### src/rtl/bdar_pkg.sv
// Shared types and constants for the button debounce and auto-repeat unit.
// No dependencies; every other file of the block imports this package.
package bdar_pkg;

  // Widths fixed by the item and register formats.
  localparam int unsigned RAW_W    = 4;
  localparam int unsigned LIMIT_W  = 8;
  localparam int unsigned HOLD_W   = 16;
  localparam int unsigned CFG_IDX_W = 2;
  localparam int unsigned CFG_DAT_W = 16;

  // Configuration register indexes.
  localparam logic [CFG_IDX_W-1:0] REG_DEBOUNCE_LIMIT = 2'd0;
  localparam logic [CFG_IDX_W-1:0] REG_REPEAT_INITIAL = 2'd1;
  localparam logic [CFG_IDX_W-1:0] REG_REPEAT_PERIOD  = 2'd2;

  // Reset values of the configuration registers.
  localparam logic [LIMIT_W-1:0] DEBOUNCE_LIMIT_RST = 8'd5;
  localparam logic [HOLD_W-1:0]  REPEAT_INITIAL_RST = 16'd500;
  localparam logic [HOLD_W-1:0]  REPEAT_PERIOD_RST  = 16'd100;

  // Item modes.
  localparam logic MODE_TICK  = 1'b0;
  localparam logic MODE_CHECK = 1'b1;

  // Current configuration as seen by every lane.
  typedef struct packed {
    logic [LIMIT_W-1:0] debounce_limit;
    logic [HOLD_W-1:0]  repeat_initial;
    logic [HOLD_W-1:0]  repeat_period;
  } cfg_t;

  // Per-lane control for one processed item.
  typedef struct packed {
    logic tick;   // apply a tick with the given level
    logic check;  // report and update the last-seen flag
    logic level;  // raw pressed level for this button
  } lane_ctl_t;

endpackage

### src/rtl/button_debounce_autorepeat_unit.sv
// Top level of the button debounce and auto-repeat unit: input register,
// button lanes, result register. Depends on bdar_pkg, bdar_cfg_regs, bdar_lane.
//
// Usage:
// - Input channel (in_valid/in_ready): in_mode 0 is a tick carrying the raw
//   pressed levels in in_raw_pressed; in_mode 1 is a check that reports
//   debounced rising edges since the previous check.
// - Result channel (out_valid/out_ready): one result per transaction with
//   out_press_events (zero on ticks) and out_debounced, the debounced levels
//   after the item. Only buttons 0 to 3 appear on the ports; buttons beyond
//   the fourth see a released raw level.
// - Configuration channel (cfg_valid/cfg_ready, always ready): index 0 is
//   the debounce limit, 1 the initial repeat delay, 2 the repeat period.
//   Write only while the unit is idle.
// - An accepted item waits in the input register; its result then goes to
//   the result register. Throughput: one item per cycle while out_ready
//   holds, set by the single update pass into lane state and result register.
// - Stall: while a result waits, one more item is taken into the input
//   register; then in_ready drops until out_ready frees the result register.
// - Reset (rst_n low, synchronous) releases all buttons, clears all counters
//   and restores the register reset values.
module button_debounce_autorepeat_unit
  import bdar_pkg::*;
#(
  parameter int unsigned NUM_BUTTONS = 4
)
(
  input  logic                 clk,
  input  logic                 rst_n,
  input  logic                 in_valid,
  output logic                 in_ready,
  input  logic                 in_mode,
  input  logic [RAW_W-1:0]     in_raw_pressed,
  output logic                 out_valid,
  input  logic                 out_ready,
  output logic [RAW_W-1:0]     out_press_events,
  output logic [RAW_W-1:0]     out_debounced,
  input  logic                 cfg_valid,
  output logic                 cfg_ready,
  input  logic [CFG_IDX_W-1:0] cfg_index,
  input  logic [CFG_DAT_W-1:0] cfg_data
);

  cfg_t cfg;

  logic             in_vld_r,  in_vld_nxt;
  logic             in_mode_r;
  logic [RAW_W-1:0] in_raw_r;
  logic             out_vld_r, out_vld_nxt;
  logic [RAW_W-1:0] out_events_r;
  logic [RAW_W-1:0] out_level_r;

  logic                   advance;
  logic                   in_accept;
  logic [NUM_BUTTONS-1:0] stable_nxt;
  logic [NUM_BUTTONS-1:0] press_event;
  logic [RAW_W-1:0]       events_vec;
  logic [RAW_W-1:0]       level_vec;

  // Configuration registers.
  assign cfg_ready = 1'b1;

  bdar_cfg_regs u_cfg_regs (
    .clk      (clk),
    .rst_n    (rst_n),
    .wr_en    (cfg_valid),
    .wr_index (cfg_index),
    .wr_data  (cfg_data),
    .cfg      (cfg)
  );

  // Handshake: the held item moves on when the result register is free.
  assign advance   = in_vld_r && (!out_vld_r || out_ready);
  assign in_ready  = !in_vld_r || advance;
  assign in_accept = in_valid && in_ready;

  always_comb begin
    in_vld_nxt = in_vld_r;
    if (in_accept) begin
      in_vld_nxt = 1'b1;
    end else if (advance) begin
      in_vld_nxt = 1'b0;
    end
    out_vld_nxt = out_vld_r;
    if (advance) begin
      out_vld_nxt = 1'b1;
    end else if (out_ready) begin
      out_vld_nxt = 1'b0;
    end
  end

  // Input register.
  always_ff @(posedge clk) begin
    if (!rst_n) begin
      in_vld_r <= 1'b0;
    end else begin
      in_vld_r <= in_vld_nxt;
    end
  end

  always_ff @(posedge clk) begin
    if (in_accept) begin
      in_mode_r <= in_mode;
      in_raw_r  <= in_raw_pressed;
    end
  end

  // One lane per button; buttons past the raw field see released.
  for (genvar i = 0; i < NUM_BUTTONS; i++) begin : g_lane
    lane_ctl_t ctl;
    logic      raw_level;

    if (i < RAW_W) begin : g_raw
      assign raw_level = in_raw_r[i];
    end else begin : g_released
      assign raw_level = 1'b0;
    end

    assign ctl.tick  = advance && (in_mode_r == MODE_TICK);
    assign ctl.check = advance && (in_mode_r == MODE_CHECK);
    assign ctl.level = raw_level;

    bdar_lane u_lane (
      .clk           (clk),
      .rst_n         (rst_n),
      .ctl           (ctl),
      .cfg           (cfg),
      .stable_nxt_o  (stable_nxt[i]),
      .press_event_o (press_event[i])
    );
  end

  // Only the first four buttons reach the result fields.
  for (genvar b = 0; b < RAW_W; b++) begin : g_out_bit
    if (b < NUM_BUTTONS) begin : g_used
      assign events_vec[b] = press_event[b];
      assign level_vec[b]  = stable_nxt[b];
    end else begin : g_unused
      assign events_vec[b] = 1'b0;
      assign level_vec[b]  = 1'b0;
    end
  end

  // Result register.
  always_ff @(posedge clk) begin
    if (!rst_n) begin
      out_vld_r <= 1'b0;
    end else begin
      out_vld_r <= out_vld_nxt;
    end
  end

  always_ff @(posedge clk) begin
    if (advance) begin
      out_events_r <= events_vec;
      out_level_r  <= level_vec;
    end
  end

  assign out_valid        = out_vld_r;
  assign out_press_events = out_events_r;
  assign out_debounced    = out_level_r;

endmodule

### src/rtl/bdar_cfg_regs.sv
// Configuration register file for the button debounce and auto-repeat unit.
// Depends on bdar_pkg for the register indexes, reset values and cfg_t.
module bdar_cfg_regs
  import bdar_pkg::*;
(
  input  logic                 clk,
  input  logic                 rst_n,
  input  logic                 wr_en,
  input  logic [CFG_IDX_W-1:0] wr_index,
  input  logic [CFG_DAT_W-1:0] wr_data,
  output cfg_t                 cfg
);

  cfg_t cfg_r;
  cfg_t cfg_nxt;

  // Decode the write; an unknown index leaves every register unchanged.
  always_comb begin
    cfg_nxt = cfg_r;
    if (wr_en) begin
      case (wr_index)
        REG_DEBOUNCE_LIMIT: cfg_nxt.debounce_limit = wr_data[LIMIT_W-1:0];
        REG_REPEAT_INITIAL: cfg_nxt.repeat_initial = wr_data[HOLD_W-1:0];
        REG_REPEAT_PERIOD:  cfg_nxt.repeat_period  = wr_data[HOLD_W-1:0];
        default:            cfg_nxt = cfg_r;
      endcase
    end
  end

  always_ff @(posedge clk) begin
    if (!rst_n) begin
      cfg_r.debounce_limit <= DEBOUNCE_LIMIT_RST;
      cfg_r.repeat_initial <= REPEAT_INITIAL_RST;
      cfg_r.repeat_period  <= REPEAT_PERIOD_RST;
    end else begin
      cfg_r <= cfg_nxt;
    end
  end

  assign cfg = cfg_r;

endmodule

### src/rtl/bdar_lane.sv
// State and update logic of one button: debounce counter, hold counter,
// repeat phase and last-seen flag. Depends on bdar_pkg for cfg_t and lane_ctl_t.
module bdar_lane
  import bdar_pkg::*;
(
  input  logic      clk,
  input  logic      rst_n,
  input  lane_ctl_t ctl,
  input  cfg_t      cfg,
  output logic      stable_nxt_o,
  output logic      press_event_o
);

  logic               stable_r,    stable_nxt;
  logic [LIMIT_W-1:0] agree_r,     agree_nxt;
  logic               last_seen_r, last_seen_nxt;
  logic [HOLD_W-1:0]  hold_r,      hold_nxt;
  logic               repeating_r, repeating_nxt;

  logic [HOLD_W-1:0]  hold_inc;
  logic [HOLD_W-1:0]  hold_limit;

  assign hold_inc   = hold_r + HOLD_W'(1);
  assign hold_limit = repeating_r ? cfg.repeat_period : cfg.repeat_initial;

  // Press event: debounced level pressed and not yet reported.
  assign press_event_o = ctl.check && stable_r && !last_seen_r;

  // Next state for a tick or a check.
  always_comb begin
    stable_nxt    = stable_r;
    agree_nxt     = agree_r;
    last_seen_nxt = last_seen_r;
    hold_nxt      = hold_r;
    repeating_nxt = repeating_r;

    if (ctl.tick) begin
      // Up/down debounce counter; flip once the limit has been passed.
      if (ctl.level == stable_r) begin
        if (agree_r != '0) begin
          agree_nxt = agree_r - LIMIT_W'(1);
        end
      end else if (agree_r < cfg.debounce_limit) begin
        agree_nxt = agree_r + LIMIT_W'(1);
      end else begin
        stable_nxt = ctl.level;
        agree_nxt  = '0;
      end

      // Held buttons count toward the next auto-repeat press.
      if (stable_nxt) begin
        hold_nxt = hold_inc;
        if (hold_inc >= hold_limit) begin
          last_seen_nxt = 1'b0;
          hold_nxt      = '0;
          repeating_nxt = 1'b1;
        end
      end else begin
        hold_nxt      = '0;
        repeating_nxt = 1'b0;
      end
    end else if (ctl.check) begin
      last_seen_nxt = stable_r;
    end
  end

  always_ff @(posedge clk) begin
    if (!rst_n) begin
      stable_r    <= 1'b0;
      agree_r     <= '0;
      last_seen_r <= 1'b0;
      hold_r      <= '0;
      repeating_r <= 1'b0;
    end else begin
      stable_r    <= stable_nxt;
      agree_r     <= agree_nxt;
      last_seen_r <= last_seen_nxt;
      hold_r      <= hold_nxt;
      repeating_r <= repeating_nxt;
    end
  end

  assign stable_nxt_o = stable_nxt;

endmodule

### config.mk
export PLATFORM = sky130hd
export DESIGN_NAME = button_debounce_autorepeat_unit
export DESIGN_NICKNAME = d
export VERILOG_FILES = /design/src/rtl/bdar_pkg.sv /design/src/rtl/button_debounce_autorepeat_unit.sv /design/src/rtl/bdar_cfg_regs.sv /design/src/rtl/bdar_lane.sv
export SDC_FILE = /design/constraint.sdc
export NUM_CORES = 1
export LEC_CHECK = 0
export BUFFER_PORTS_ARGS = -buffer_cell sky130_fd_sc_hd__buf_2
export CORE_UTILIZATION = 50
export CTS_CLUSTER_DIAMETER = 200
export DETAILED_ROUTE_END_ITERATION = 16
export PLACE_DENSITY = 0.66
export SETUP_SLACK_MARGIN = 0.2
export SYNTH_ARGS = -nofsm -noshare
export SYNTH_HDL_FRONTEND = slang
export SYNTH_SLANG_ARGS = --single-unit
### constraint.sdc
create_clock -name clk -period 6.8 [get_ports clk]
set_clock_uncertainty 0.2 [all_clocks]
set_input_delay 0.34 -clock clk [delete_from_list [all_inputs] [get_ports clk]]
set_output_delay 0.34 -clock clk [all_outputs]
set_load 0.01 [all_outputs]
Word level (Yosys, flattened, before mapping)
Index checks and enable logic that the tools add are counted.
Operators by class
  reductions and logical operators: 43
  equal/unequal tests: 22
  add/subtract/negate cells: 12
  bitwise gates (word level): 1
  magnitude comparators: 8
  muxes and demuxes: 68
Operators by type and width (count)
  two-way mux 16 bit: 12
  two-way mux 8 bit: 12
  adder 16 x 1 -> 16 bit (second input constant): 4
  >= comparator 16 bit: 4
  two-way mux 1 bit: 44
  adder 8 x 1 -> 8 bit (second input constant): 4
  less-than comparator 8 bit: 4
  nonzero test 8 bit: 4
  subtractor 8 x 1 -> 8 bit (second input constant): 4
  inequality test 2 x 1 -> 1 bit (second input constant): 12
  AND reduction 2 bit: 11
  logical AND 1 bit: 12
  AND reduction 3 bit: 4
  inequality test 2 bit (second input constant): 4
  logical NOT 1 bit: 6
  nonzero test 2 bit: 3
  == test 1 bit: 4
  == test 2 x 1 -> 1 bit (second input constant): 1
  == test 2 bit (second input constant): 1
  logical NOT 2 bit: 1
  logical OR 1 bit: 2
  inverter 1 bit: 1
Word-level totals
  flip-flop bits (word level): 163
  output and inout bits: 11
  bits of input ports: 28

Logic depth before layout (Yosys ltp)
Gate-level depths: netlist of run 1.
  word-level depth: 7
  mapped depth: 14
  depth with buffers taken out: 13

By module
A second synthesis of run 1 with hierarchy kept.
Unflattened totals
  cells, all modules: 1289
  area total of the unflattened synthesis: 11372.2 µm²
Modules (own cells, without submodules)
  bdar_lane (g_lane[0].u_lane ...): cells each 258, instances 3, seq. area each 540.5 µm², area an instance 2227.1 µm²
  bdar_lane (g_lane[1].u_lane): cells each 331, instances 1, seq. area each 540.5 µm², area an instance 2576.2 µm²
  bdar_cfg_regs: cells each 157, instances 1, seq. area each 800.8 µm², area an instance 1586.5 µm²
  button_debounce_autorepeat_unit: cells each 27, instances 1, seq. area each 430.4 µm², area an instance 528.0 µm²

Worst setup path after synthesis of run 1
Ideal clock, no wire load.
  path type: flip-flop to flip-flop
  start: reg g_lane[1].u_lane.hold_r[0]
  end: reg g_lane[1].u_lane.hold_r[13]
  cell stages (with the launch flop): 13
  path buffers: 0
  required time: 6.525 ns
  setup time: 0.075 ns
  slack: 3.313 ns
  period minus slack after synthesis: 3.487 ns
  arrival time: 3.212 ns
  cell sequence: dfxtp_1 ha_1 nand3_1 nor4_1 and3_1 xor2_1 ha_1 a21oi_1 nand2_1 a221oi_1 o211ai_2 or3_1 o22ai_1
On the way
  longest elaborated chain between the ends: 4
Ends and longest elaborated chain
  start: declaration: RTL line bdar_lane.sv:17  | logic [HOLD_W-1:0] hold_r, hold_nxt;
  start signal: assignment: RTL line bdar_lane.sv:78  | hold_r <= hold_nxt;
  adder 16 x 1 -> 16 bit *: RTL line bdar_lane.sv:23  | assign hold_inc = hold_r + HOLD_W'(1);
  >= comparator 16 bit: RTL line bdar_lane.sv:53  | if (hold_inc >= hold_limit) begin
  two-way mux 16 bit *: RTL line bdar_lane.sv:53
  two-way mux 16 bit *: RTL line bdar_lane.sv:51  | if (stable_nxt) begin
Every way passes the cells marked *; elsewhere a longest branch is shown, timed or not.
A chain may end at the register's enable or synchronous reset.

Final worst setup path of run 1
  start: reg g_lane[1].u_lane.hold_r[0]
  end: reg g_lane[1].u_lane.hold_r[2]
Same word-level chain as after synthesis.

==> flow_results.org, run 1 <==
** Status
- Result of the run :: finished clean

** Synthesis
- sky130_fd_sc_hd__nand2_1 is the most common cell in the netlist.
- The top cell type by area accounts for 26.9% of the synthesized area.
- The synthesized design spends more area on one cell type than any other, namely sky130_fd_sc_hd__dfxtp_1.
- Number of enable flip-flop cells after synthesis :: 13
- In this run the mean area of a mapped cell was 8.29 µm².
- Number of distinct library cell variants in the gate-level netlist after synthesis :: 74
- Summing every instance area after synthesis gives 0.0112 mm².
- By area the synthesized netlist is led by sky130_fd_sc_hd__dfxtp_1 27%, sky130_fd_sc_hd__ha_1 12%, sky130_fd_sc_hd__nand2_1 6.1%, sky130_fd_sc_hd__mux2i_1 5.8%, sky130_fd_sc_hd__a21oi_1 5.1%.
- Async set or reset register ratio after synthesis :: 0%
- Counting every net in the synthesized netlist gives 1484.
- Ranked by instance count, the synthesized netlist is headed by 183 x sky130_fd_sc_hd__nand2_1, 150 x sky130_fd_sc_hd__dfxtp_1, 113 x sky130_fd_sc_hd__a21oi_1, 108 x sky130_fd_sc_hd__ha_1, 88 x sky130_fd_sc_hd__nor2_1.
- For this run, the number of Yosys warnings is 0.
- Most common flop cell mapped by yosys :: sky130_fd_sc_hd__dfxtp_1
- Number of register bits inferred by synthesis :: 163
- Synthesized instance count :: between 1k and 1.5k
- Sequential element share of the synthesized area :: 30.4%

** Critical path
- Critical Path Source :: g_lane[1].u_lane.hold_r[0]$_SDFFE_PN0P_
- The worst setup path is of the reg -> reg kind.
- Endpoint type of the worst setup path :: flip-flop
- Worst-path maximum fanout :: 18
- Required time at the worst-slack endpoint :: 6960 ps
- Startpoint Class :: flip-flop
- Arrival time reported for the critical path endpoint :: about 4300 ps
- Critical register-to-register path startpoint :: g_lane[1].u_lane.hold_r[0]$_SDFFE_PN0P_

** Placed design
- Count of port buffers added during placement :: 37
- Prior to clock tree synthesis, the placed netlist has a worst setup slack of between 2000 and 3000 ps.
- HPWL after detailed placement :: 21100 µm
- Routability-driven placement finished with a final weighted congestion of 0.889.

** Power
- In this run the power density over the cells is 186 mW/mm².
- Max IR drop VDD :: 0.133 mV
- Static Leakage :: about 0.0048 µW

** STA
- The total count of max-transition violations in the final report is 0.
- The worst path meets setup with 2620 ps of slack.
- Worst slew margin relative to its limit :: 25.7%
- Setup repair after global routing left no endpoint under its margin.
- The worst path needs 4180 ps of the cycle, external delays included.
- Worst-margin pin slew :: 1110 ps
- In the final timing run, aggregate negative setup slack is 0 ps.
- Setup violations remaining at the end of the flow were counted as 0.
- Based on the critical path, the design can be clocked at up to 239 MHz.
- After layout, the worst path uses 61.4% of the clock period.
- The number of failing hold endpoints at the final stage is 0.

** Routing
- After detailed routing, the total wire length is 30200 µm.
- DRC violations left :: 0
- TritonRoute pass-1 iters :: 7
- In this run the remaining antenna-violating nets after routing total 0.
- Routed wire length per instance :: 18.1 µm
- Via/cell ratio :: between 6 and 7
- DR vias :: 10.0k
- Number of DRC violations after detailed-routing iteration 0 :: 625

** Clocking
- Clock network latency to the later pin of the worst-skew pair :: between 400 and 500 ps
- CTS tree :: built
- Counting every sink on the clock net gives 163.
- Largest buffer count on any clock path :: 2
- TritonCTS created 17 clock buffers.
- Post-cts repair resize count :: 0
- The H-tree generated during clock tree synthesis spans 4 levels.
- CTS placed an instance of sky130_fd_sc_hd__clkbuf_16 at the clock tree root.
- After clock tree synthesis, the setup repair step added 0 buffers.
- Clock transition at path regs :: 60 ps

** Floorplanning
- # IOs :: 39
- In this run the core area contains 54 standard-cell rows.
- The die covers 0.0229 mm².
- The die is 151 µm tall.
- The initial utilization of the core area, before any placement, comes to 51.0%.
- Die width :: 151 µm
- Placeable core region :: 0.0219 mm²

** GRT
- The initial antenna violation count was 2.
- Global-route wire length before repair :: 48400 µm
- The via count of the first global-routing pass came to 9355.
- Remaining Overflow, GRT :: 0
- GRT Resource Usage Total :: between 20 and 30%
- Entering global routing, the biggest net connects 64 pins.

** Finish
- In the final design database the tool counted 1512 nets.
- Compared with the post-synthesis result, the final layout area differs by 10.2%.
- Of the cells placed in the final design, the portion with a size suffix greater than 1 is 7.06%.

** Run
- The tool flagged a number of max-cap violations equal to 0.

** Worst hold path
- Worst hold path type :: in -> reg
- In this run the most critical hold path is launched from cfg_data[6].
## worst max-delay path, stage by stage, from the launching register on
cell and delay, ps:
sky130_fd_sc_hd__dfxtp_1 400, sky130_fd_sc_hd__ha_1 250, sky130_fd_sc_hd__nand3_1 180, sky130_fd_sc_hd__nor4_1 580, sky130_fd_sc_hd__and3_1 300, sky130_fd_sc_hd__xor2_1 180
sky130_fd_sc_hd__ha_1 270, sky130_fd_sc_hd__a21oi_1 190, sky130_fd_sc_hd__nand2_1 80, sky130_fd_sc_hd__a221oi_1 390, sky130_fd_sc_hd__o211ai_2 400, sky130_fd_sc_hd__or3_1 510
sky130_fd_sc_hd__o2bb2ai_1 180
## area by class of cell
class / count / area (µm²)
Antenna cell: 2 / 5.00
Timing Repair Buffer: 67 / 460
Tap cell: 280 / 350
Inverter: 42 / 159
Sequential cell: 163 / 3390
Multi-Input combinational cell: 1085 / 7380
Fill cell: 2091 / 9590
Clock buffer: 25 / 508
Clock inverter: 7 / 48.8
## power by group
part | switching (µW) | internal (µW)
Sequential | 39.2 | 991
Combinational | 198 | 124
Clock | 413 | 520
Total | 649 | 1640
## cells in the final DEF (no fill, tap or decap), drive strengths merged, types with 10 or more instances in the layout
| cell type | instances |
|---|---|
| nand2 | 183 |
| dfxtp | 150 |
| a21oi | 113 |
| ha | 108 |
| nor2 | 88 |
| mux2i | 65 |
| o21ai | 60 |
| nand3 | 49 |
| buf | 47 |
| xnor2 | 42 |
| inv | 41 |
| xor2 | 29 |
| nor3 | 26 |
| clkbuf | 25 |
| and2 | 24 |
| nand2b | 24 |
| and3 | 22 |
| dlygate4sd3 | 20 |
| nand4 | 18 |
| o41ai | 18 |
| a22oi | 17 |
| a211oi | 14 |
| edfxtp | 13 |
| o21a | 12 |
| and4 | 10 |
| o31ai | 10 |
| nor3b | 10 |
| o211ai | 10 |
## logic make-up (layout without fill, tap and decap cells)
kind of cell	after synthesis	in the layout	share of synthesized area (%)
simple gates	494	494	21.4
compound gates	340	340	20.5
flops	163	163	30.4
fa+ha+maj	108	108	12.1
buf+inv	100	141	3.60
xor+xnor	71	71	5.57
mux	71	71	6.43
other cells	1	3	0.0336
## flip-flops by register name, summed over array words and instances, names as in the netlist
register	cells
u_cfg_regs.cfg	40
out_valid	1
in_mode_r	1
g_lane.u_lane.agree_r	32
g_lane.u_lane.last_seen_r	4
g_lane.u_lane.hold_r	64
g_lane.u_lane.stable_r	4
out_debounced	4
out_press_events	4
g_lane.u_lane.repeating_r	4
in_raw_r	4
in_vld_r	1
## routing by layer
| metal | global-route usage (%) | share of wire, % |
|---|---|---|
| met3 | 4.97 | 5.1 |
| met1 | 34.9 | 45 |
| met4 | 8.55 | 2.5 |
| met5 | 0 | 0.046 |
| met2 | 46.3 | 47 |
## worst paths after layout
kind	cells past startpoint	slack, ps	to
setup / recovery	12	2620	g_lane[1].u_lane.hold_r[2]$_SDFFE_PN0P_
hold / removal	3	10	u_cfg_regs.cfg[22]$_SDFFE_PN1P_
setup reg to reg	12	2620	g_lane[1].u_lane.hold_r[2]$_SDFFE_PN0P_
hold reg to reg	2	270	g_lane[0].u_lane.hold_r[14]$_SDFFE_PN0P_
## stage by stage
step                      util [%]  area (µm²)  power (µW)  hold WS [ps]  cells
after detailed placement      52.7       11500        1360           261   1617
after global routing          56.2       12300        2380          13.3   1669
after global placement        52.7       11500        1350           248   1617
after floorplan                  -       11200        1270           232   1348
after CTS                     56.2       12300        2300         0.767   1669
final                         56.2       12300        2280          13.0   1671
## what timing repair did
item	in CTS	in global routing
endpoints found under the setup margin	0	0
hold buffers	20	0
hold endpoints to repair	34	0
No activity file was read; power rests on OpenSTA's default activity.
==> run 2: changes to the inputs <==
Clock period 6.8 ns to 4.1 ns, I/O delays scaled along.
==> run 2 against run 1 <==
  * Count of clock-buffer cells in the layout down 8
  * Sequential power up 66%
  * Die area unchanged
  * Register-to-register slack worse by 2200 ps
  * First-iteration DRC count up 0.96%
  * Wire length up 1.3%
  * Fmax up 13%
  * Power up 72%
  * Sequential cell count unchanged
  * Critical path depth up 2
  * Critical path type unchanged
  * Largest power group unchanged
==> flow_results.org, run 2 (same netlist as run 1, synthesis figures left out) <==
** Status
- Result of the run: finished clean (unchanged).

** Critical path
- The number of buffer and inverter instances along the worst setup path was 2 (was 0).
- The cell at the slowest stage of the critical path was sky130_fd_sc_hd__dfxtp_1 (was sky130_fd_sc_hd__nor4_1).
- Endpoint type of the worst setup path :: flip-flop (unchanged)
- Cell-by-cell listing of the critical path :: ha_1, nand3_1, nor4_1, buf_4, and3_1, xor2_1, ha_1, and4_1, nand2_1, o311a_1, o211ai_2, buf_4, o21ai_0, a31o_2 (was ha_1, nand3_1, nor4_1, and3_1, xor2_1, ha_1, a21oi_1, nand2_1, a221oi_1, o211ai_2, or3_1, o2bb2ai_1)
- Startpoint Class :: flip-flop (unchanged)
- The startpoint of the most critical setup path was g_lane[1].u_lane.hold_r[0]$_SDFFE_PN0P_ (unchanged).
- Classification of the worst setup path :: reg -> reg (unchanged)
- The family with the most delay on the worst path was simple AND/OR/NAND/NOR gates (unchanged).
- The required arrival time at the worst endpoint came to 4230 ps (was 6960 ps).
- The origin of the critical flop-to-flop path is g_lane[1].u_lane.hold_r[0]$_SDFFE_PN0P_ (unchanged).
- The delay of the slowest cell on the worst path was 420 ps (was 580 ps).
- The data arrival at the endpoint of the critical path came to 3820 ps (was 4340 ps).
- Worst-path maximum fanout :: 13 (was 18)

** Clocking
- Number of buffers added by the clock tree synthesis step :: 17 (unchanged)
- Setup fix buffers added after clock tree synthesis :: 0 (unchanged)
- Clk root buf :: sky130_fd_sc_hd__clkbuf_16 (unchanged)
- Clock transition at path regs :: 70 ps (was 60 ps)
- The sink count of the clock tree is 163 (unchanged).
- The maximum level of the CTS H-tree is 4 (unchanged).
- The number of buffers on the longest clock path is 2 (unchanged).
- The insertion delay to the later sink of the worst-skew pair was 440 ps (about the same).
- CTS tree :: built (unchanged)

** STA
- RSZ-0062 raised after global routing :: no (unchanged)
- The clock period minus worst slack was 3690 ps (was 4180 ps).
- The maximum frequency from static timing analysis is 271 MHz (was 239 MHz).
- Total of endpoints with negative setup slack in the final report :: 0 (unchanged)
- The final-layout setup total negative slack is 0 ps (unchanged).
- Worst-margin pin slew :: 1040 ps (was 1110 ps)
- The worst slew margin relative to its limit came to 30.6% (was 25.7%).
- The portion of the clock cycle consumed by the worst path in the final layout came to 90.0% (was 61.4%).
- The total count of max-transition violations in the final report came to 0 (unchanged).
- Number of failing hold endpoints at the final stage :: 0 (unchanged)

** Routing
- Number of DRC violations after detailed-routing iteration 0 :: 631 (was 625)
- Number of routed nets with antenna violations :: 0 (unchanged)
- The vias per cell is 6.01 (about the same).
- The post-detailed-route wirelength per cell came to 18.1 µm (about the same).
- TritonRoute pass-1 iters :: 5 (was 7)
- DRC violations left :: 0 (unchanged)
- The vias after detailed routing was 10.1k (was 10.0k).
- Routed wire length :: 30600 µm (was 30200 µm)

** Floorplanning
- # IOs :: 39 (unchanged)
- The floorplan die area was 0.0229 mm² (unchanged).
- The number of placement rows was 54 (unchanged).
- The starting density of the core came to 51.0% (unchanged).
- The placeable core region came to 0.0219 mm² (unchanged).
- The die boundary height was 151 µm (unchanged).
- The overall die width is 151 µm (unchanged).

** Power
- Static Leakage :: 0.00495 µW (was 0.00482 µW)
- The maximum resistive drop on vdd came to 0.223 mV (was 0.133 mV).
- The power density normalized to cell area came to 314 mW/mm² (was 186 mW/mm²).

** Placed design
- Count of port buffers added during placement :: 37 (unchanged)
- The global placement routability congestion is 0.919 (was 0.889).
- The placed standard-cell area came to 0.0117 mm² (was 0.0115 mm²).
- The post-detailed-placement half-perimeter wirelength came to 21600 µm (was 21100 µm).

** Finish
- Post-route design area :: 0.0125 mm² (was 0.0123 mm²)
- Most used cells in the layout excluding fill and tap cells :: 183 x sky130_fd_sc_hd__nand2_1, 150 x sky130_fd_sc_hd__dfxtp_1, 113 x sky130_fd_sc_hd__a21oi_1 (unchanged)
- The proportion of layout cells with a drive suffix above 1 is 8.53% (was 7.06%).
- Filler cell count in the final layout :: 2002 (was 2091)
- Area of the multi-input gates :: 0.00741 mm² (was 0.00738 mm²)
- Final net count :: 1530 (was 1512)
- The area growth from synthesis to layout was 12.2% (was 10.2%).
- Footprint of the flip-flops and latches :: 0.00339 mm² (unchanged)
- Leading cell type in the layout, fill and taps excluded :: sky130_fd_sc_hd__nand2_1 (unchanged)
- The number of flip-flops in the largest register came to 64 (unchanged).
- Register with the most flip-flops :: g_lane.u_lane.hold_r (unchanged)

** Worst hold path
- Worst hold path type :: in -> reg (unchanged)
- The startpoint of the worst hold path is cfg_index[0] (was cfg_data[6]).

** GRT
- The largest net degree at the start of global routing is 63 (was 64).
- Remaining Overflow, GRT :: 0 (unchanged)
- The global-route wire length before repair came to 48300 µm (was 48400 µm).
- The global router's overall resource usage is 27.4% (was 27.3%).
- Via count of the first global-routing pass :: 9437 (was 9355)
- The initial antenna violation count was 2 (unchanged).

** Run
- The max-cap violation count is 0 (unchanged).
==> run 2: changes by cell type in the layout (fill, tap and decap cells not counted), sizes merged, moves of 2 or more <==
cell / change
buf: +14
clkbuf: -8
inv: +6
dlygate4sd3: +4
bufinv: +2
clkinv: +2
clkinvlp: -2
==> run 2: worst paths after layout <==
path	cells past startpoint	slack, ps	to
min reg2reg	2	260	g_lane[0].u_lane.hold_r[14]$_SDFFE_PN0P_
min	4	100	u_cfg_regs.cfg[34]$_SDFFE_PN1P_
max	14	410	g_lane[1].u_lane.hold_r[12]$_SDFFE_PN0P_
max reg2reg	14	410	g_lane[1].u_lane.hold_r[12]$_SDFFE_PN0P_
==> run 2: per-stage QoR <==
| stage | utilization [%] | worst slack [ps] | hold WS (ps) | total power [µW] | std cells |
|---|---|---|---|---|---|
| final | 57.2 | 409 | 98.7 | 3930 | 1688 |
| after global routing | 57.2 | 206 | 110 | 4070 | 1687 |
| after CTS | 57.1 | 379 | 84.3 | 3940 | 1687 |
| after detailed placement | 53.3 | 447 | 184 | 2260 | 1631 |
| after global placement | 53.3 | 492 | 182 | 2260 | 1631 |
| after floorplan | - | 613 | 104 | 2100 | 1348 |
==> run 2: final cells by class <==
type / instances / area share, %
Tap cell: 280 / 2.80
Clock buffer: 17 / 3.40
Timing Repair Buffer: 85 / 4.93
Antenna cell: 1 / 0.0200
Sequential cell: 163 / 27.1
Inverter: 42 / 1.27
Multi-Input combinational cell: 1085 / 59.1
Clock inverter: 15 / 1.38
==> run 2: repair_timing <==
item	in CTS	in global routing
endpoints found under the setup margin	0	35
endpoints found under the hold margin	47	0
hold buffers	24	0
resized for setup	0	4
==> run 2: power by group <==
group | internal [µW] | leakage [µW] | switching, µW | total (µW)
logic | 217 | 0.00332 | 336 | 553
registers | 1640 | 0.00134 | 63.8 | 1710
clock network | 916 | 0.000289 | 753 | 1670
==> run 2: metal layers <==
metal  GRT usage (%)  vias up  share of wire (%)
li1                -     5057                  -
met1            34.1     4779                 44
met2            46.5      249                 49
met3            5.51       57                4.9
met4            10.1        2                2.9
met5               0        -              0.042
==> run 2: worst reg2reg max path, stage by stage (launching register included) <==
cell	delay (ps)
sky130_fd_sc_hd__dfxtp_1	420
sky130_fd_sc_hd__ha_1	260
sky130_fd_sc_hd__nand3_1	180
sky130_fd_sc_hd__nor4_1	310
sky130_fd_sc_hd__buf_4	170
sky130_fd_sc_hd__and3_1	210
sky130_fd_sc_hd__xor2_1	90
sky130_fd_sc_hd__ha_1	320
sky130_fd_sc_hd__and4_1	270
sky130_fd_sc_hd__nand2_1	80
sky130_fd_sc_hd__o311a_1	360
sky130_fd_sc_hd__o211ai_2	130
sky130_fd_sc_hd__buf_4	250
sky130_fd_sc_hd__o21ai_0	90
sky130_fd_sc_hd__a31o_2	250
==> run 3: changes to the inputs <==
Settings changed: GPL_TIMING_DRIVEN set to 0.
==> run 3 against run 2 <==
  * Utilization is 0.62 points higher
  * Critical path depth is 2 lower
  * Wire length is 13% higher
  * Final cell count is 2.3% higher
  * Clock power is 5% lower
  * Final area is 1.1% higher
  * Fmax hardly changed
  * Largest power group unchanged
  * Highest routed layer is now met4
==> flow_results.org, run 3 (same netlist as run 1, synthesis figures left out) <==
** Critical path
- Cell-by-cell listing of the critical path: ha_2, nand3_1, nor4_4, and3_1, xor2_1, ha_1, a21oi_1, nand2_1, a221oi_4, o211ai_4, or3_1, o22ai_1 (was ha_1, nand3_1, nor4_1, buf_4, and3_1, xor2_1, ha_1, and4_1, nand2_1, o311a_1, o211ai_2, buf_4, o21ai_0, a31o_2).
- Endpoint type of the worst setup path :: flip-flop (unchanged)
- Register-to-Register Path Depth :: 12 (was 14)
- The cell at the slowest stage of the critical path is sky130_fd_sc_hd__or3_1 (was sky130_fd_sc_hd__dfxtp_1).
- Delay contributed by the slowest stage of the critical path :: 450 ps (was 420 ps)
- Arrival time reported for the critical path endpoint :: 3860 ps (was 3820 ps)
- The sort of element at the start of the critical path is a flip-flop (unchanged).
- Reg2Reg Capture Point :: g_lane[1].u_lane.hold_r[13]$_SDFFE_PN0P_ (was g_lane[1].u_lane.hold_r[12]$_SDFFE_PN0P_)
- Setup crit end :: g_lane[1].u_lane.hold_r[13]$_SDFFE_PN0P_ (was g_lane[1].u_lane.hold_r[12]$_SDFFE_PN0P_)
- Setup slack of the worst register-to-register path :: 410 ps (about the same)
- The startpoint of the most critical setup path was g_lane[1].u_lane.hold_r[0]$_SDFFE_PN0P_ (unchanged).
- The required arrival time at the worst endpoint was 4270 ps (was 4230 ps).
- The critical path start-end classification is reg -> reg (unchanged).
- Worst-path maximum fanout :: 9 (was 13)
- The origin of the critical flop-to-flop path was g_lane[1].u_lane.hold_r[0]$_SDFFE_PN0P_ (unchanged).

** Finish
- The final antenna diode count is 0 (was 1).
- Most used cells in the layout excluding fill and tap cells: 183 x sky130_fd_sc_hd__nand2_1, 149 x sky130_fd_sc_hd__dfxtp_1, 113 x sky130_fd_sc_hd__a21oi_1 (was 183 x sky130_fd_sc_hd__nand2_1, 150 x sky130_fd_sc_hd__dfxtp_1, 113 x sky130_fd_sc_hd__a21oi_1).
- Register with the most flip-flops :: g_lane.u_lane.hold_r (unchanged)
- The final cell area excluding filler cells is 0.0127 mm² (was 0.0125 mm²).
- The most common cell after layout, fill and taps aside is sky130_fd_sc_hd__nand2_1 (unchanged).
- Share of post-route cells with drive strength above 1 :: 8.44% (was 8.53%)
- Final core utilization :: 57.8% (was 57.2%)
- Final net count :: 1569 (was 1530)
- Largest register FFs :: 64 (unchanged)
- Layout overhead on the synthesized area :: 13.4% (was 12.2%)

** Power
- The maximum resistive drop on vdd came to 0.269 mV (was 0.223 mV).
- The power density normalized to cell area is 305 mW/mm² (was 314 mW/mm²).
- Static Leakage :: 0.00497 µW (was 0.00495 µW)

** STA
- The maximum frequency from static timing analysis came to 271 MHz (about the same).
- Worst-margin pin slew :: 1260 ps (was 1040 ps)
- The portion of the clock cycle consumed by the worst path in the final layout was 89.9% (was 90.0%).
- Worst slew margin relative to its limit :: 14.9% (was 30.6%)
- The worst hold slack after final layout was 56.4 ps (was 98.7 ps).
- The number of setup violations in the final report is 0 (unchanged).
- The total count of max-transition violations in the final report came to 0 (unchanged).
- RSZ-0062 raised after global routing :: no (unchanged)
- Number of failing hold endpoints at the final stage :: 0 (unchanged)
- The clock period minus worst slack came to 3690 ps (about the same).

** Clocking
- The maximum level of the CTS H-tree was 4 (unchanged).
- CTS tree :: built (unchanged)
- The root buffer cell is sky130_fd_sc_hd__clkbuf_16 (unchanged).
- The clock-pin slew on the worst setup and hold paths came to 70 ps (about the same).
- Total clock sinks :: 163 (unchanged)
- Largest buffer count on any clock path :: 2 (unchanged)
- Number of buffers added by the clock tree synthesis step :: 17 (unchanged)
- The insertion delay to the later sink of the worst-skew pair is 440 ps (about the same).

** GRT
- The largest net degree at the start of global routing was 17 (was 63).
- GRT Resource Usage Total :: 30.9% (was 27.4%)
- The via count of the first global-routing pass is 10.0k (was 9437).
- Remaining Overflow, GRT :: 0 (unchanged)
- Number of antenna violations at the first check in global routing :: 0 (was 2)
- The global-route wire length before repair was 53200 µm (was 48300 µm).

** Floorplanning
- The overall die width is 151 µm (unchanged).
- The boundary pin count was 39 (unchanged).
- Row count :: 54 (unchanged)
- Initial Utilization :: 51.0% (unchanged)
- Die span in y :: 151 µm (unchanged)
- Die Footprint :: 0.0229 mm² (unchanged)
- The placeable core region is 0.0219 mm² (unchanged).

** Routing
- TritonRoute pass-1 iters :: 5 (unchanged)
- The post-detailed-route wirelength per cell came to 20.0 µm (was 18.1 µm).
- DRC violations left :: 0 (unchanged)
- DR vias :: 10.6k (was 10.1k)
- Number of DRC violations after detailed-routing iteration 0 :: 761 (was 631)
- The count of nets left with antenna violations after detail routing is 0 (unchanged).
- Via/cell ratio :: 6.15 (was 6.01)
- The routed wire length was 34600 µm (was 30600 µm).

** Status
- Result of the run :: finished clean (unchanged)

** Run
- The max-cap violation count was 0 (unchanged).

** Placed design
- Post-place instance area :: 0.0117 mm² (about the same)
- HPWL after detailed placement :: 25200 µm (was 21600 µm)
- Count of port buffers added during placement :: 36 (was 37)
- The global placement routability congestion is 0.961 (was 0.919).

** Worst hold path
- Worst hold path type :: in -> reg (unchanged)
## run 3: cell types whose count changed in the layout (fill, tap and decap cells not counted), sizes merged
cell      previous run  this run
buf                 61        60
diode                1         0
clkbuf              17        58
inv                 47        46
clkinvlp             2         5
bufinv               2         1
clkinv               6         4
## run 3: how the worst min path moves through the flow
stage	from	end	slack [ps]	cells after the start
6_report	cfg_index[0]	u_cfg_regs.cfg[33]$_SDFFE_PN0P_	60	5
5_1_grt	cfg_index[1]	u_cfg_regs.cfg[37]$_SDFFE_PN0P_	100	5
2_1_floorplan	in_mode	in_mode_r$_DFFE_PP_	100	0
4_1_cts	cfg_index[1]	u_cfg_regs.cfg[33]$_SDFFE_PN0P_	50	5
3_3_place_gp	in_raw_pressed[0]	in_raw_r[0]$_DFFE_PP_	180	1
3_5_place_dp	in_raw_pressed[0]	in_raw_r[0]$_DFFE_PP_	180	1
## run 3: routing by layer
metal	global-route usage, %	up-vias	part of all wire, %
li1	-	5130	-
met1	38.6	5018	42
met2	51.3	376	47
met3	5.93	87	7.1
met4	14.4	0	4.0
met5	0	-	0
## run 3: repair_timing
action | in CTS | in global routing
buffers inserted | 0 | 6
hold buffers | 24 | 0
endpoints found under the hold margin | 47 | 0
endpoints found under the setup margin | 33 | 57
pin swaps | 0 | 4
gates resized for setup | 6 | 22
## run 3: worst max-delay path, delay by kind of cell (launching register included)
kind,cells,cell delay (ps)
fa+ha+maj,2,550
flops,1,430
simple gates,5,1320
compound gates,4,910
xor+xnor,1,220
## run 3: through the flow
step,setup slack [ps],setup TNS (ps),power (µW),cells
final,412,0,3860,1726
after global routing,192,0,4000,1726
after CTS,206,0,3850,1720
after detailed placement,-218,-2690,2280,1664
after global placement,-205,-2060,2280,1664
after floorplan,613,0,2100,1348
## run 3: layout make-up
| cell class | count | area, µm² |
|---|---|---|
| Sequential cell | 163 | 3390 |
| Timing Repair Buffer | 66 | 465 |
| Clock buffer | 18 | 429 |
| Fill cell | 2043 | 9230 |
| Inverter | 42 | 158 |
| Multi-Input combinational cell | 1085 | 7480 |
| Buffer | 58 | 253 |
| Tap cell | 280 | 350 |
| Clock inverter | 14 | 133 |
## run 3: where the power goes
part | total [µW] | internal (µW) | switching (µW)
clock network | 1580 | 844 | 731
registers | 1700 | 1640 | 61.6
logic | 582 | 215 | 367
